<file path="config.mk">
export PLATFORM = sky130hd
export DESIGN_NAME = ordered_array_list_flat
export DESIGN_NICKNAME = d
export VERILOG_FILES = /design/src/rtl/oal_pkg.sv /design/src/rtl/oal_if.sv /design/src/rtl/oal_ctrl.sv /design/src/rtl/oal_cell.sv /design/src/rtl/ordered_array_list.sv /design/src/flat_wrapper.sv
export SDC_FILE = /design/constraint.sdc
export NUM_CORES = 1
export LEC_CHECK = 0
export ABC_AREA = 1
export BUFFER_PORTS_ARGS = -buffer_cell sky130_fd_sc_hd__buf_4
export CORE_MARGIN = 10
export CORE_UTILIZATION = 25
export DETAILED_ROUTE_END_ITERATION = 8
export MAX_ROUTING_LAYER = met4
export PLACE_DENSITY_LB_ADDON = 0.25
export SYNTH_ARGS = -nofsm -noshare
export SYNTH_HDL_FRONTEND = slang
export SYNTH_HIERARCHICAL = 1
export SYNTH_SLANG_ARGS = --single-unit
</file>
<file path="constraint.sdc">
create_clock -name clk -period 9 [get_ports clk]
set_input_delay 0.9 -clock clk [delete_from_list [all_inputs] [get_ports clk]]
set_output_delay 0.9 -clock clk [all_outputs]
set_load 0.03 [all_outputs]
</file>
<file path="src/rtl/oal_pkg.sv">
// ----------------------------------------------------------------------------
// oal_pkg
// Shared types and constants of the ordered array list: request codes,
// status codes and the command that is broadcast along the row of cells.
// ----------------------------------------------------------------------------
package oal_pkg;

	// width of a list index, wide enough for the largest supported capacity
	localparam int IDX_W = 7;
	localparam int DATA_W = 32;
	localparam int FUNC_W = 3;
	localparam int POS_W = 4;
	localparam int STATUS_W = 2;
	localparam int COUNT_OUT_W = 4;

	typedef enum logic [FUNC_W-1:0] {
		FUNC_INS_HEAD = 3'd0,
		FUNC_INS_TAIL = 3'd1,
		FUNC_INS_POS  = 3'd2,
		FUNC_REM_HEAD = 3'd3,
		FUNC_REM_TAIL = 3'd4,
		FUNC_REM_POS  = 3'd5
	} func_t;

	typedef enum logic [STATUS_W-1:0] {
		ST_OK    = 2'd0,
		ST_FULL  = 2'd1,
		ST_EMPTY = 2'd2,
		ST_RANGE = 2'd3
	} status_t;

	// command seen by every cell in the cycle a request is carried out
	typedef struct packed {
		logic                     ins;
		logic                     rem;
		logic [IDX_W-1:0]         pos;
		logic signed [DATA_W-1:0] value;
	} list_cmd_t;

endpackage

</file>
<file path="src/rtl/oal_if.sv">
// ----------------------------------------------------------------------------
// oal_req_if / oal_rsp_if
// Valid/ready channels of the ordered array list: requests in, results out.
// ----------------------------------------------------------------------------
interface oal_req_if;
	logic               valid;
	logic               ready;
	logic [2:0]         func;
	logic signed [31:0] item_value;
	logic [3:0]         position;

	modport source (output valid, output func, output item_value, output position,
		input ready);
	modport sink (input valid, input func, input item_value, input position,
		output ready);
endinterface

interface oal_rsp_if;
	logic               valid;
	logic               ready;
	logic signed [31:0] removed_value;
	logic [1:0]         status;
	logic [3:0]         entry_count;

	modport source (output valid, output removed_value, output status,
		output entry_count, input ready);
	modport sink (input valid, input removed_value, input status,
		input entry_count, output ready);
endinterface

</file>
<file path="src/rtl/oal_ctrl.sv">
// ----------------------------------------------------------------------------
// oal_ctrl
// Request decoder: checks a request against the count, reports its status
// and builds the command for the row of cells and the next count.
// ----------------------------------------------------------------------------
module oal_ctrl #(
	parameter int CAPACITY = 8,
	localparam int CNT_W = $clog2(CAPACITY + 1)
) (
	input  logic                             accept,
	input  logic [oal_pkg::FUNC_W-1:0]       func,
	input  logic signed [oal_pkg::DATA_W-1:0] item_value,
	input  logic [oal_pkg::POS_W-1:0]        position,
	input  logic [CNT_W-1:0]                 count,
	output oal_pkg::list_cmd_t               cmd,
	output oal_pkg::status_t                 status,
	output logic [CNT_W-1:0]                 count_next
);
	import oal_pkg::*;

	localparam logic [CNT_W-1:0] CAP_CNT = CNT_W'(CAPACITY);

	func_t            op;
	logic             is_ins;
	logic             is_rem;
	logic [IDX_W-1:0] pos;
	logic [IDX_W-1:0] cnt_ext;
	logic             ok;

	assign op = func_t'(func);
	assign cnt_ext = IDX_W'(count);

	// pick operation kind and target index
	always_comb begin
		is_ins = 1'b0;
		is_rem = 1'b0;
		pos = '0;
		unique case (op)
			FUNC_INS_HEAD: begin
				is_ins = 1'b1;
			end
			FUNC_INS_TAIL: begin
				is_ins = 1'b1;
				pos = cnt_ext;
			end
			FUNC_INS_POS: begin
				is_ins = 1'b1;
				pos = IDX_W'(position);
			end
			FUNC_REM_HEAD: begin
				is_rem = 1'b1;
			end
			FUNC_REM_TAIL: begin
				is_rem = 1'b1;
				pos = (count == '0) ? '0 : cnt_ext - IDX_W'(1);
			end
			FUNC_REM_POS: begin
				is_rem = 1'b1;
				pos = IDX_W'(position);
			end
			default: begin
			end
		endcase
	end

	// status check, full and empty take priority over range
	always_comb begin
		status = ST_OK;
		if (is_ins) begin
			if (count >= CAP_CNT)
				status = ST_FULL;
			else if (pos > cnt_ext)
				status = ST_RANGE;
		end else if (is_rem) begin
			if (count == '0)
				status = ST_EMPTY;
			else if (pos >= cnt_ext)
				status = ST_RANGE;
		end
	end

	assign ok = accept && (status == ST_OK);

	// command broadcast to the cells
	always_comb begin
		cmd.ins = ok && is_ins;
		cmd.rem = ok && is_rem;
		cmd.pos = pos;
		cmd.value = item_value;
	end

	// count after the request
	always_comb begin
		count_next = count;
		if (cmd.ins)
			count_next = count + CNT_W'(1);
		else if (cmd.rem)
			count_next = count - CNT_W'(1);
	end

endmodule

</file>
<file path="src/rtl/oal_cell.sv">
// ----------------------------------------------------------------------------
// oal_cell
// One list slot: holds its entry, loads an inserted value, or takes the
// entry of its lower neighbor on insert and of its upper neighbor on remove.
// ----------------------------------------------------------------------------
module oal_cell #(
	parameter int IDX = 0
) (
	input  logic                              clk,
	input  oal_pkg::list_cmd_t                cmd,
	input  logic signed [oal_pkg::DATA_W-1:0] left_value,
	input  logic signed [oal_pkg::DATA_W-1:0] right_value,
	output logic signed [oal_pkg::DATA_W-1:0] value_q
);
	import oal_pkg::*;

	localparam logic [IDX_W-1:0] MY_IDX = IDX_W'(IDX);

	// slot update
	always_ff @(posedge clk) begin
		if (cmd.ins) begin
			if (MY_IDX == cmd.pos)
				value_q <= cmd.value;
			else if (MY_IDX > cmd.pos)
				value_q <= left_value;
		end else if (cmd.rem && (MY_IDX >= cmd.pos)) begin
			value_q <= right_value;
		end
	end

endmodule

</file>
<file path="src/rtl/ordered_array_list.sv">
// ordered array list: one request carried out per cycle by a row of cells while results are taken
// result: registered, it appears in the cycle after its request is accepted
// throughput: one request per cycle unless a result stalls; all cells shift
//   in parallel, and the result register refills as its result is taken
// reset: the count and the result valid clear at once; entries are not reset
// ----------------------------------------------------------------------------
// ordered_array_list
// Ordered list of signed 32-bit values with inserts and removes at the head,
// the tail or a given position, built as a row of shifting cells.
// ----------------------------------------------------------------------------
module ordered_array_list #(
	parameter int CAPACITY = 8
) (
	input logic       clk,
	input logic       arst_n,
	oal_req_if.sink   req,
	oal_rsp_if.source rsp
);
	import oal_pkg::*;

	localparam int CNT_W = $clog2(CAPACITY + 1);

	logic [CNT_W-1:0]         count_q;
	logic [CNT_W-1:0]         count_next;
	logic                     accept;
	list_cmd_t                cmd;
	status_t                  status;
	logic signed [DATA_W-1:0] slot_value [CAPACITY];
	logic signed [DATA_W-1:0] taken;

	logic                     rsp_valid_q;
	logic signed [DATA_W-1:0] removed_value_q;
	status_t                  status_q;
	logic [COUNT_OUT_W-1:0]   entry_count_q;

	// a new request enters when the result register is free or being emptied
	assign req.ready = !rsp_valid_q || rsp.ready;
	assign accept = req.valid && req.ready;

	oal_ctrl #(
		.CAPACITY(CAPACITY)
	) u_ctrl (
		.accept     (accept),
		.func       (req.func),
		.item_value (req.item_value),
		.position   (req.position),
		.count      (count_q),
		.cmd        (cmd),
		.status     (status),
		.count_next (count_next)
	);

	// row of cells, each fed by its neighbors, with zero past either end
	for (genvar i = 0; i < CAPACITY; i++) begin : g_cell
		logic signed [DATA_W-1:0] left_in;
		logic signed [DATA_W-1:0] right_in;
		if (i == 0) begin : g_first
			assign left_in = '0;
		end else begin : g_mid
			assign left_in = slot_value[i-1];
		end
		if (i == CAPACITY - 1) begin : g_last
			assign right_in = '0;
		end else begin : g_inner
			assign right_in = slot_value[i+1];
		end
		oal_cell #(
			.IDX(i)
		) u_cell (
			.clk         (clk),
			.cmd         (cmd),
			.left_value  (left_in),
			.right_value (right_in),
			.value_q     (slot_value[i])
		);
	end

	// value leaving the list on a remove
	always_comb begin
		taken = '0;
		for (int i = 0; i < CAPACITY; i++) begin
			if (cmd.rem && (cmd.pos == IDX_W'(i)))
				taken = taken | slot_value[i];
		end
	end

	// count register
	always_ff @(posedge clk or negedge arst_n) begin
		if (!arst_n)
			count_q <= '0;
		else
			count_q <= count_next;
	end

	// result register
	always_ff @(posedge clk or negedge arst_n) begin
		if (!arst_n)
			rsp_valid_q <= 1'b0;
		else if (accept)
			rsp_valid_q <= 1'b1;
		else if (rsp.ready)
			rsp_valid_q <= 1'b0;
	end

	always_ff @(posedge clk) begin
		if (accept) begin
			removed_value_q <= taken;
			status_q <= status;
			entry_count_q <= COUNT_OUT_W'(count_next);
		end
	end

	assign rsp.valid = rsp_valid_q;
	assign rsp.removed_value = removed_value_q;
	assign rsp.status = status_q;
	assign rsp.entry_count = entry_count_q;

endmodule

</file>
<file path="src/flat_wrapper.sv">
// flat-port wrapper written by rule: the top's interface ports become plain ports
module ordered_array_list_flat import oal_pkg::*;
#(
	parameter int CAPACITY = 8
)
  (clk, arst_n, req_valid, req_func, req_item_value, req_position, req_ready, rsp_valid, rsp_removed_value, rsp_status, rsp_entry_count, rsp_ready);
  oal_req_if req_i ();
  oal_rsp_if rsp_i ();
  input logic clk;
  input logic arst_n;
  input wire logic [$bits(req_i.valid)-1:0] req_valid;
  input wire logic [$bits(req_i.func)-1:0] req_func;
  input wire logic [$bits(req_i.item_value)-1:0] req_item_value;
  input wire logic [$bits(req_i.position)-1:0] req_position;
  output wire logic [$bits(req_i.ready)-1:0] req_ready;
  output wire logic [$bits(rsp_i.valid)-1:0] rsp_valid;
  output wire logic [$bits(rsp_i.removed_value)-1:0] rsp_removed_value;
  output wire logic [$bits(rsp_i.status)-1:0] rsp_status;
  output wire logic [$bits(rsp_i.entry_count)-1:0] rsp_entry_count;
  input wire logic [$bits(rsp_i.ready)-1:0] rsp_ready;
  assign req_i.valid = req_valid;
  assign req_i.func = req_func;
  assign req_i.item_value = req_item_value;
  assign req_i.position = req_position;
  assign req_ready = req_i.ready;
  assign rsp_valid = rsp_i.valid;
  assign rsp_removed_value = rsp_i.removed_value;
  assign rsp_status = rsp_i.status;
  assign rsp_entry_count = rsp_i.entry_count;
  assign rsp_i.ready = rsp_ready;
  ordered_array_list #(.CAPACITY(CAPACITY)) u_core (.clk(clk), .arst_n(arst_n), .req(req_i), .rsp(rsp_i));
endmodule
</file>
# [Yosys cells after proc, flatten, opt, wreduce, memory -nomap -nowiden]
# Index checks and enable logic that the tools add are counted.
[word_totals] out_inout_bits=40 ff_bits=299 wordCells=169
[op_classes] bitwise=7 n_addsub=3 mux=54 n_reduce_logical=46 magnitude_cmp=19 n_eq_ne=27
[ops] cell="two-way mux 32 bit" n=40
[ops] cell="OR 32 bit" n=7
[ops] cell="equality test 3 x 7 -> 1 bit (first input constant)" n=4
[ops] cell="equality test 7 x 3 -> 1 bit (second input constant)" n=4
[ops] cell=">= comparator 3 x 7 -> 1 bit (first input constant)" n=4
[ops] cell="greater-than comparator 3 x 7 -> 1 bit (first input constant)" n=4
[ops] cell="!= test 3 bit (second input constant)" n=8
[ops] cell="case mux 7 bit (3 select lines)" n=1
[ops] cell="logical AND 1 bit" n=20
[ops] cell="nonzero test 2 bit" n=9
[ops] cell="AND reduction 2 bit" n=8
[ops] cell="equality test 2 x 7 -> 1 bit (first input constant)" n=2
[ops] cell="equality test 7 x 2 -> 1 bit (second input constant)" n=2
[ops] cell=">= comparator 1 x 7 -> 1 bit (first input constant)" n=2
[ops] cell=">= comparator 2 x 7 -> 1 bit (first input constant)" n=2
[ops] cell="greater-than comparator 1 x 7 -> 1 bit (first input constant)" n=2
[ops] cell="greater-than comparator 2 x 7 -> 1 bit (first input constant)" n=2
[ops] cell="two-way mux 2 bit" n=6
[ops] cell="two-way mux 4 bit" n=2
[ops] cell="equality test 1 x 7 -> 1 bit (first input constant)" n=1
[ops] cell="equality test 7 x 1 -> 1 bit (second input constant)" n=1
[ops] cell=">= comparator 7 x 4 -> 1 bit" n=1
[ops] cell="greater-than comparator 7 x 4 -> 1 bit" n=1
[ops] cell="logical NOT 7 bit" n=1
[ops] cell="other kinds (16)" n=22

# [Longest topological paths before layout]
# Gate-level depths: netlist (run 1).
[logic_depth] ltp_word=27 depth_mapped=27 depth_no_buf=25

# [Cells and area by module]
# The synthesis (run 1) kept the hierarchy.
[modules_own_cells] mod="ordered_array_list" cells_per_inst=597 area_each_um2=3767.4 instances=1
[modules_own_cells] mod="oal_cell (u_core.g_cell[0].u_cell)" cells_per_inst=289 area_each_um2=2258.4 instances=1
[modules_own_cells] mod="oal_cell (u_core.g_cell[4].u_cell)" cells_per_inst=291 area_each_um2=2164.6 instances=1
[modules_own_cells] mod="oal_cell (u_core.g_cell[1].u_cell)" cells_per_inst=289 area_each_um2=2142.1 instances=1
[modules_own_cells] mod="oal_cell (u_core.g_cell[2].u_cell)" cells_per_inst=292 area_each_um2=2110.8 instances=1
[modules_own_cells] mod="oal_cell (u_core.g_cell[7].u_cell)" cells_per_inst=283 area_each_um2=2103.3 instances=1
[modules_own_cells] mod="oal_cell (u_core.g_cell[6].u_cell)" cells_per_inst=283 area_each_um2=2092.0 instances=1
[modules_own_cells] mod="oal_cell (u_core.g_cell[5].u_cell)" cells_per_inst=249 area_each_um2=2042.0 instances=1
[modules_own_cells] mod="oal_cell (u_core.g_cell[3].u_cell)" cells_per_inst=249 area_each_um2=2039.5 instances=1
[modules_own_cells] mod="oal_ctrl" cells_per_inst=141 area_each_um2=902.1 instances=1

# [Least setup slack after synthesis (run 1)]
# No wires, ideal clock.
[synth_timing] kind="input-to-reg" startpoint="input req_func[1]" endpoint="register u_core/g_cell[5].u_cell/value_q[0] in the netlist's numbering (enable)" n_path_buf=1 setup_time_ps=470 setup_slack_ps=2156 stages=18 required_ps=8530 t_arrival_ps=6374 cell_sequence="inv_1 -> nand2_1 -> nor2_1 -> inv_1 -> o211ai_1 -> ha_1 -> nand3_1 -> nand2_2 -> a21oi_4 -> nand3_2 -> nand2_2 -> nand3_2 -> nor2_4 -> nand2_4 -> clkinv_4 -> buf_2 -> nor2_1 -> a211oi_1"
[synth_lines] item="start: declaration" line="flat_wrapper.sv:12" text="input wire logic [$bits(req_i.func)-1:0] req_func;"
[synth_lines] item="end signal: assignment" line="oal_cell.sv:23" text="value_q <= cmd.value;"
[synth_lines] item="end signal: assignment" line="oal_cell.sv:25" text="value_q <= left_value;"
[synth_lines] item="end signal: assignment" line="oal_cell.sv:27" text="value_q <= right_value;"
[synth_lines] item="end: declaration" line="oal_cell.sv:13" text="output logic signed [oal_pkg::DATA_W-1:0] value_q"

==> results.toml, run 1 <==
[timing]
max_freq_ghz = 0.174
tightest_slew_ps = 1300
finalSetupViolCount = 0
tns_ps = 0
rsz0062_at_grt = "no"
finalCritPeriodShare_pct = 63.9
relSlewSlack_pct = 13.1
maxSlewViolCount = 0
period_needed_ps = 5750
fin_skew_ps = 25.9
hold_viol_final = 0

[critical_path]
r2r_end = "u_core/g_cell[4].u_cell/value_q[21]$_DFFE_PP_"
crit_family = "buffers and inverters"
cp-start-kind = "flop"
crit_path_max_fanout = 164
crit_cells = 24
crit_chain = "inv_1 > ha_1 > nand2_1 > inv_1 > nor2_1 > inv_1 > o221ai_2 > buf_4 > ha_1 > a21oi_2 > nand2_2 > nand2_1 > nand2_1 > nand2_1 > nand3_2 > nand2_1 > nand2_2 > nor2_4 > nand2_4 > inv_8 > buf_12 > inv_2 > nand2_1 > nand2_1"
critPathBufInv = 7
end_kind = "flop"
slowest_stage = "inv_2"
cp.required_ps = 9310
r2r-start = "u_core/count_q[0]$_DFF_PN0_"
critPathArrivalTime_ps = 6060
crit_end = "u_core/g_cell[4].u_cell/value_q[21]$_DFFE_PP_"
critPathMaxStageDelay_ps = 700
critical_path.startpoint = "u_core/count_q[0]$_DFF_PN0_"
critical_path_class = "flop to flop"
r2r_slack_ps = 3250
cp_common_cell = "nand2_1"
reg2regPathDepth = 24

[clock_tree]
numCtsBuffers = 38
clock_path_buffers = 3
post_cts_resized = 0
cts_num_sinks = 299
cts_tree = "built"
post_cts_buffers = 0
hold_buffers = 0
cts_htree_levels = 2
clk_pin_slew_worst_paths_ps = 60
clock_latency_ps = 580
clockRootBuffer = "clkbuf_16"

[floorplan]
start_util_pct = 25.3
die_y_um = 314
ios = 83
core-area_um2 = 85500
die_area_um2 = 98700
die_w_um = 314
num_rows = 107

[job]
maxCapViolCount = 0

[finish]
final_util_pct = 28.0
nets = 3010
layout-drive-gt1-share_pct = 10.5
finalNonFillerCells = 4134
area_growth_pct = 10.6
design_area_um2 = 23900

[logic_synthesis]
synth_top_area_share_pct = 40.8
netlist_top_cells_count = "880 x nand2_1, 630 x nand3_1, 486 x inv_1"
synth_top_area_cell = "edfxtp_1"
synth_xor_xnor_area_share_pct = 0.162
ys_top_cells_by_area = "edfxtp_1 41%, nand2_1 15%, nand3_1 15%"
synth_edf_count = 294
syn_inst = 2963
syn_avg_cell_area_um2 = 7.30
ys_seq_elements = 299
muxShareOfSynthArea_pct = 0
synthSimpleGateAreaFrac_pct = 37.5
yosysWarnings = 6
synthAdderAreaFrac_pct = 0.405
synth-async-reset-ratio_pct = 1.67
synth_top_family_by_area = "simple AND/OR/NAND/NOR gates"
synth_cell_types = 42
synth_compound_area_share_pct = 4.48
netlist_area_um2 = 21600
ys.flop_type = "edfxtp_1"
ys_seq_area_share_pct = 41.4
yosysMostFrequentCell = "nand2_1"

[power_and_ir_drop]
worst_ir_drop_vdd_v = 0.000121
p_leak_nw = 11.3
power.density_nw_per_um2 = 228

[route]
firstDrtPassIters = 8
num_vias = 19900
antenna_left = 0
initialDrtViolationCount = 2173
post_drt_wl_per_cell_um = 21.7
remaining_drc_errors = 0
via_per_inst = 4.81
totalWireLength_um = 89600

[placement]
dp_cells = 4064
placed_cell_area_um2 = 22800
gp_congestion = 0.771
hpwl_um = 45900
port-buffer-count = 82

[hold_path]
hp-class = "input port to async pin"

[global_routing]
overflow = 0
grt_pass1_wl_um = 131000
grt_pass1_vias = 19200
antenna_found_initial = 4
grtUsageTotal_pct = 18.2
grt_max_degree = 165

[run_status]
status = "complete, no violations"
[worst register-to-register path, delay by kind of cell (launching register included)]
kind                       cells  cell delay (ps)
AOI/OAI and AO/OA              2              290
adders and majority gates      2              580
buffers and inverters          7             2730
DFF                            1              480
and+or+nand+nor               13             1400
[cell families after synthesis]
group	Yosys count
simple gates	1763
xor+xnor	4
buf+inv	735
flops	299
other cells	1
compound gates	154
fa+ha+maj	7
[how the worst min path moves through the flow]
stage                                                         end  cells past startpoint
detailed placement   u_core/g_cell[6].u_cell/value_q[4]$_DFFE_PP_                      2
global placement     u_core/g_cell[6].u_cell/value_q[0]$_DFFE_PP_                      2
global route                          u_core/count_q[0]$_DFF_PN0_                      1
CTS                                   u_core/count_q[0]$_DFF_PN0_                      1
floorplan           u_core/g_cell[6].u_cell/value_q[10]$_DFFE_PP_                      2
finish                                u_core/count_q[0]$_DFF_PN0_                      1
[registers in the layout, indices dropped and copies added, names as in the netlist]
register	flops
u_core/rsp.status	2
u_core/rsp.removed_value	32
u_core/count_q	4
u_core/rsp.valid	1
u_core/rsp.entry_count	4
u_core/g_cell.u_cell/value_q	256
[per-layer routing]
metal,vias to the layer above,wire length (µm),global-route usage (%)
li1,9405,-,-
met1,9464,37700,22.9
met2,850,41800,29.2
met3,172,7140,2.98
met4,0,2900,6.55
met5,-,0,-
[cell type report]
type,count,area [µm²]
fill,9383,61600
multi-input combinational,1992,9550
sequential,299,8950
inverter,509,1920
tap,1144,1430
clock buffer,51,1030
timing repair buffer,120,913
clock inverter,16,114
antenna,3,7.51
[power breakdown]
part           switching [W]  leakage (nW)  internal, W
Clock               0.000665         0.551     0.000831
Sequential          0.000145          2.76      0.00186
Combinational        0.00148          8.03     0.000456
Total                0.00229          11.3      0.00315
[per-stage QoR]
stage / total power, W / hold slack, ps / setup slack (ps)
5_1_grt: 0.00570 / 118 / 2830
3_5_place_dp: 0.00395 / 536 / 3130
3_3_place_gp: 0.00395 / 533 / 3110
6_report: 0.00544 / 136 / 3250
2_1_floorplan: 0.00331 / 521 / 2160
4_1_cts: 0.00546 / 106 / 3330
[placed cells by master, fill, tap and decap left out, types with 25 or more instances in the layout]
| cell | instances |
|---|---|
| conb_1 | 64 |
| nand3_1 | 630 |
| inv_1 | 481 |
| nand3_2 | 30 |
| inv_2 | 25 |
| o21ai_1 | 64 |
| clkbuf_16 | 38 |
| nor2_1 | 75 |
| o21bai_1 | 64 |
| nand4_1 | 64 |
| nand2_2 | 40 |
| nand2_1 | 880 |
| edfxtp_1 | 294 |
| buf_4 | 119 |
No activity file was read; power rests on OpenSTA's default activity.
==> run 2: changes to the inputs <==
==> constraint.sdc (replaced) <==
create_clock -name clk -period 5.1 [get_ports clk]
set_input_delay 0.51 -clock clk [delete_from_list [all_inputs] [get_ports clk]]
set_output_delay 0.51 -clock clk [all_outputs]
set_load 0.03 [all_outputs]
==> run 2 against run 1 <==
Compared with the run above: maximum frequency up 32%; core utilization up 0.51 points; sequential power up 76%; largest power group unchanged; combinational power up 76%; register-to-register slack worse by 2500 ps; worst setup slack worse by 2500 ps; first-iteration DRC count down 14%; routed wire length down 4.1%; highest routed layer unchanged.
==> results.toml, run 2 (synthesized netlist as in run 1, its figures left out) <==
[clock_tree]
clock_path_buffers = 3
post_cts_resized = 0
clockRootBuffer = "clkbuf_16"
cts_tree = "built"
numCtsBuffers = 42
clock_latency_ps = 580
hold_buffers = 1
post_cts_buffers = 0
clk_pin_slew_worst_paths_ps = 60
cts_num_sinks = 299
cts_htree_levels = 2

[timing]
relSlewSlack_pct = 34.9
finalSetupViolCount = 0
finalCritPeriodShare_pct = 85.4
max_freq_ghz = 0.229
tightest_slew_ps = 975
hold_viol_final = 0
rsz0062_at_grt = "no"
fin_skew_ps = 23.8
period_needed_ps = 4360
hold_ws_ps = 163
maxSlewViolCount = 0

[critical_path]
crit_path_max_fanout = 48
r2r-start = "u_core/count_q[0]$_DFF_PN0_"
cp.required_ps = 5530
critPathBufInv = 6
r2r_end = "u_core/rsp.removed_value[12]$_DFFE_PP_"
slowest_stage = "nor2_4"
cp-start-kind = "flop"
critPathArrivalTime_ps = 4790
reg2regPathDepth = 24
cp_common_cell = "inv_1"
crit_chain = "inv_1 > ha_1 > nand2_1 > inv_1 > nor2_1 > inv_1 > o221ai_2 > ha_1 > a21oi_2 > nand2_2 > a21oi_4 > nand3_2 > nand2_2 > nand3_2 > inv_1 > nand3_2 > inv_2 > nand3_1 > nor2_4 > buf_12 > nand3_1 > nand2_1 > nor2_1 > nand2_1"
r2r_slack_ps = 740
critical_path_class = "flop to flop"
end_kind = "flop"
crit_family = "simple AND/OR/NAND/NOR gates"
critPathMaxStageDelay_ps = 580

[finish]
layout_common_cells = "879 x nand2_1, 630 x nand3_1, 484 x inv_1, 294 x edfxtp_1, 133 x buf_4"
multi_input_area_um2 = 9570
largest_register_ffs = 256
nFillCells = 9261
largest-register = "u_core/g_cell.u_cell/value_q"
layout_commonest_cell = "nand2_1"
final_util_pct = 28.5
nets = 3037
design_area_um2 = 24300
register_area_um2 = 8950
finalNonFillerCells = 4160
layout-drive-gt1-share_pct = 11.3
area_growth_pct = 12.6

[power_and_ir_drop]
clock_power_share_pct = 29.4
seqPwrFrac_pct = 36.0
p_int_w = 0.00582
total_power_w = 0.00984
pwr-share-comb_pct = 34.6
worst_ir_drop_vdd_v = 0.000210
power.density_nw_per_um2 = 404
p_leak_nw = 11.6
swShare_pct = 40.8
p_switching_w = 0.00402

[placement]
port-buffer-count = 82
hpwl_um = 51200
placed_cell_area_um2 = 23100
dp_cells = 4086
gp_congestion = 0.814

[floorplan]
num_rows = 107
die_y_um = 314
ios = 83
core-area_um2 = 85500
die_w_um = 314
start_util_pct = 25.3
die_area_um2 = 98700

[hold_path]
hp-class = "input port to flop"
holdPathStages = 3
hold_end = "u_core/rsp.valid$_DFFE_PN0P_"
worstHoldStart = "req_valid"

[route]
num_vias = 19600
remaining_drc_errors = 0
firstDrtPassIters = 5
initialDrtViolationCount = 1872
totalWireLength_um = 85900
post_drt_wl_per_cell_um = 20.6
via_per_inst = 4.71
antenna_left = 0

[global_routing]
grt_max_degree = 129
grt_pass1_vias = 18900
grt_pass1_wl_um = 127000
antenna_found_initial = 0
overflow = 0
grtUsageTotal_pct = 17.4

[job]
maxCapViolCount = 0

[run_status]
status = "complete, no violations"
run 2: cell count changes in the layout (fill, tap and decap cells not counted), sizes merged:
cell	before	now
bufinv	1	3
diode	3	1
clkbuf	51	50
dlygate4sd3	0	1
inv	510	508
buf	120	142
clkinvlp	1	2
clkinv	13	18
run 2: per-stage QoR:
step | setup TNS [ps] | worst slack (ps)
after floorplan | -36960 | -569
after global placement | 0 | 862
after detailed placement | 0 | 793
after CTS | 0 | 762
after global routing | 0 | 302
final | 0 | 743
run 2: layout make-up:
cell class	instances	share of cell area (%)
diodes	1	0.0103
clock inverters	22	0.719
clock buffers	50	4.53
flip-flops and latches	299	36.8
well taps	1144	5.88
inverters	509	7.90
repair buffers	143	4.88
multi-input cells	1992	39.3
run 2: layer usage:
| layer | part of all wire [%] | GRT usage [%] |
|---|---|---|
| met1 | 44 | 22.5 |
| met2 | 47 | 28.2 |
| met3 | 6.0 | 2.17 |
| met4 | 2.6 | 4.90 |
| met5 | 0 | - |
run 2: power groups by stage:
stage | logic (W) | registers [W] | clock network [W]
after CTS | 0.00339 | 0.00354 | 0.00296
final | 0.00341 | 0.00354 | 0.00289
after global routing | 0.00370 | 0.00358 | 0.00306
after global placement | 0.00336 | 0.00359 | 0
after detailed placement | 0.00338 | 0.00359 | 0
after floorplan | 0.00228 | 0.00357 | 0
run 2: tightest hold or removal path: cells and delay by family:
kind                   cells  cell delay [ps]
buffers and inverters      2              140
and+or+nand+nor            1               70
run 2: worst max-delay path by stage:
stage,from,endpoint,cells after the start
after CTS,u_core/count_q[0]$_DFF_PN0_,u_core/rsp.removed_value[12]$_DFFE_PP_,24
after detailed placement,u_core/count_q[0]$_DFF_PN0_,u_core/rsp.removed_value[12]$_DFFE_PP_,24
after floorplan,req_func[1],u_core/g_cell[6].u_cell/value_q[0]$_DFFE_PP_,18
after global routing,u_core/count_q[0]$_DFF_PN0_,u_core/rsp.removed_value[12]$_DFFE_PP_,24
after global placement,u_core/count_q[0]$_DFF_PN0_,u_core/rsp.removed_value[12]$_DFFE_PP_,24
final,u_core/count_q[0]$_DFF_PN0_,u_core/rsp.removed_value[12]$_DFFE_PP_,24
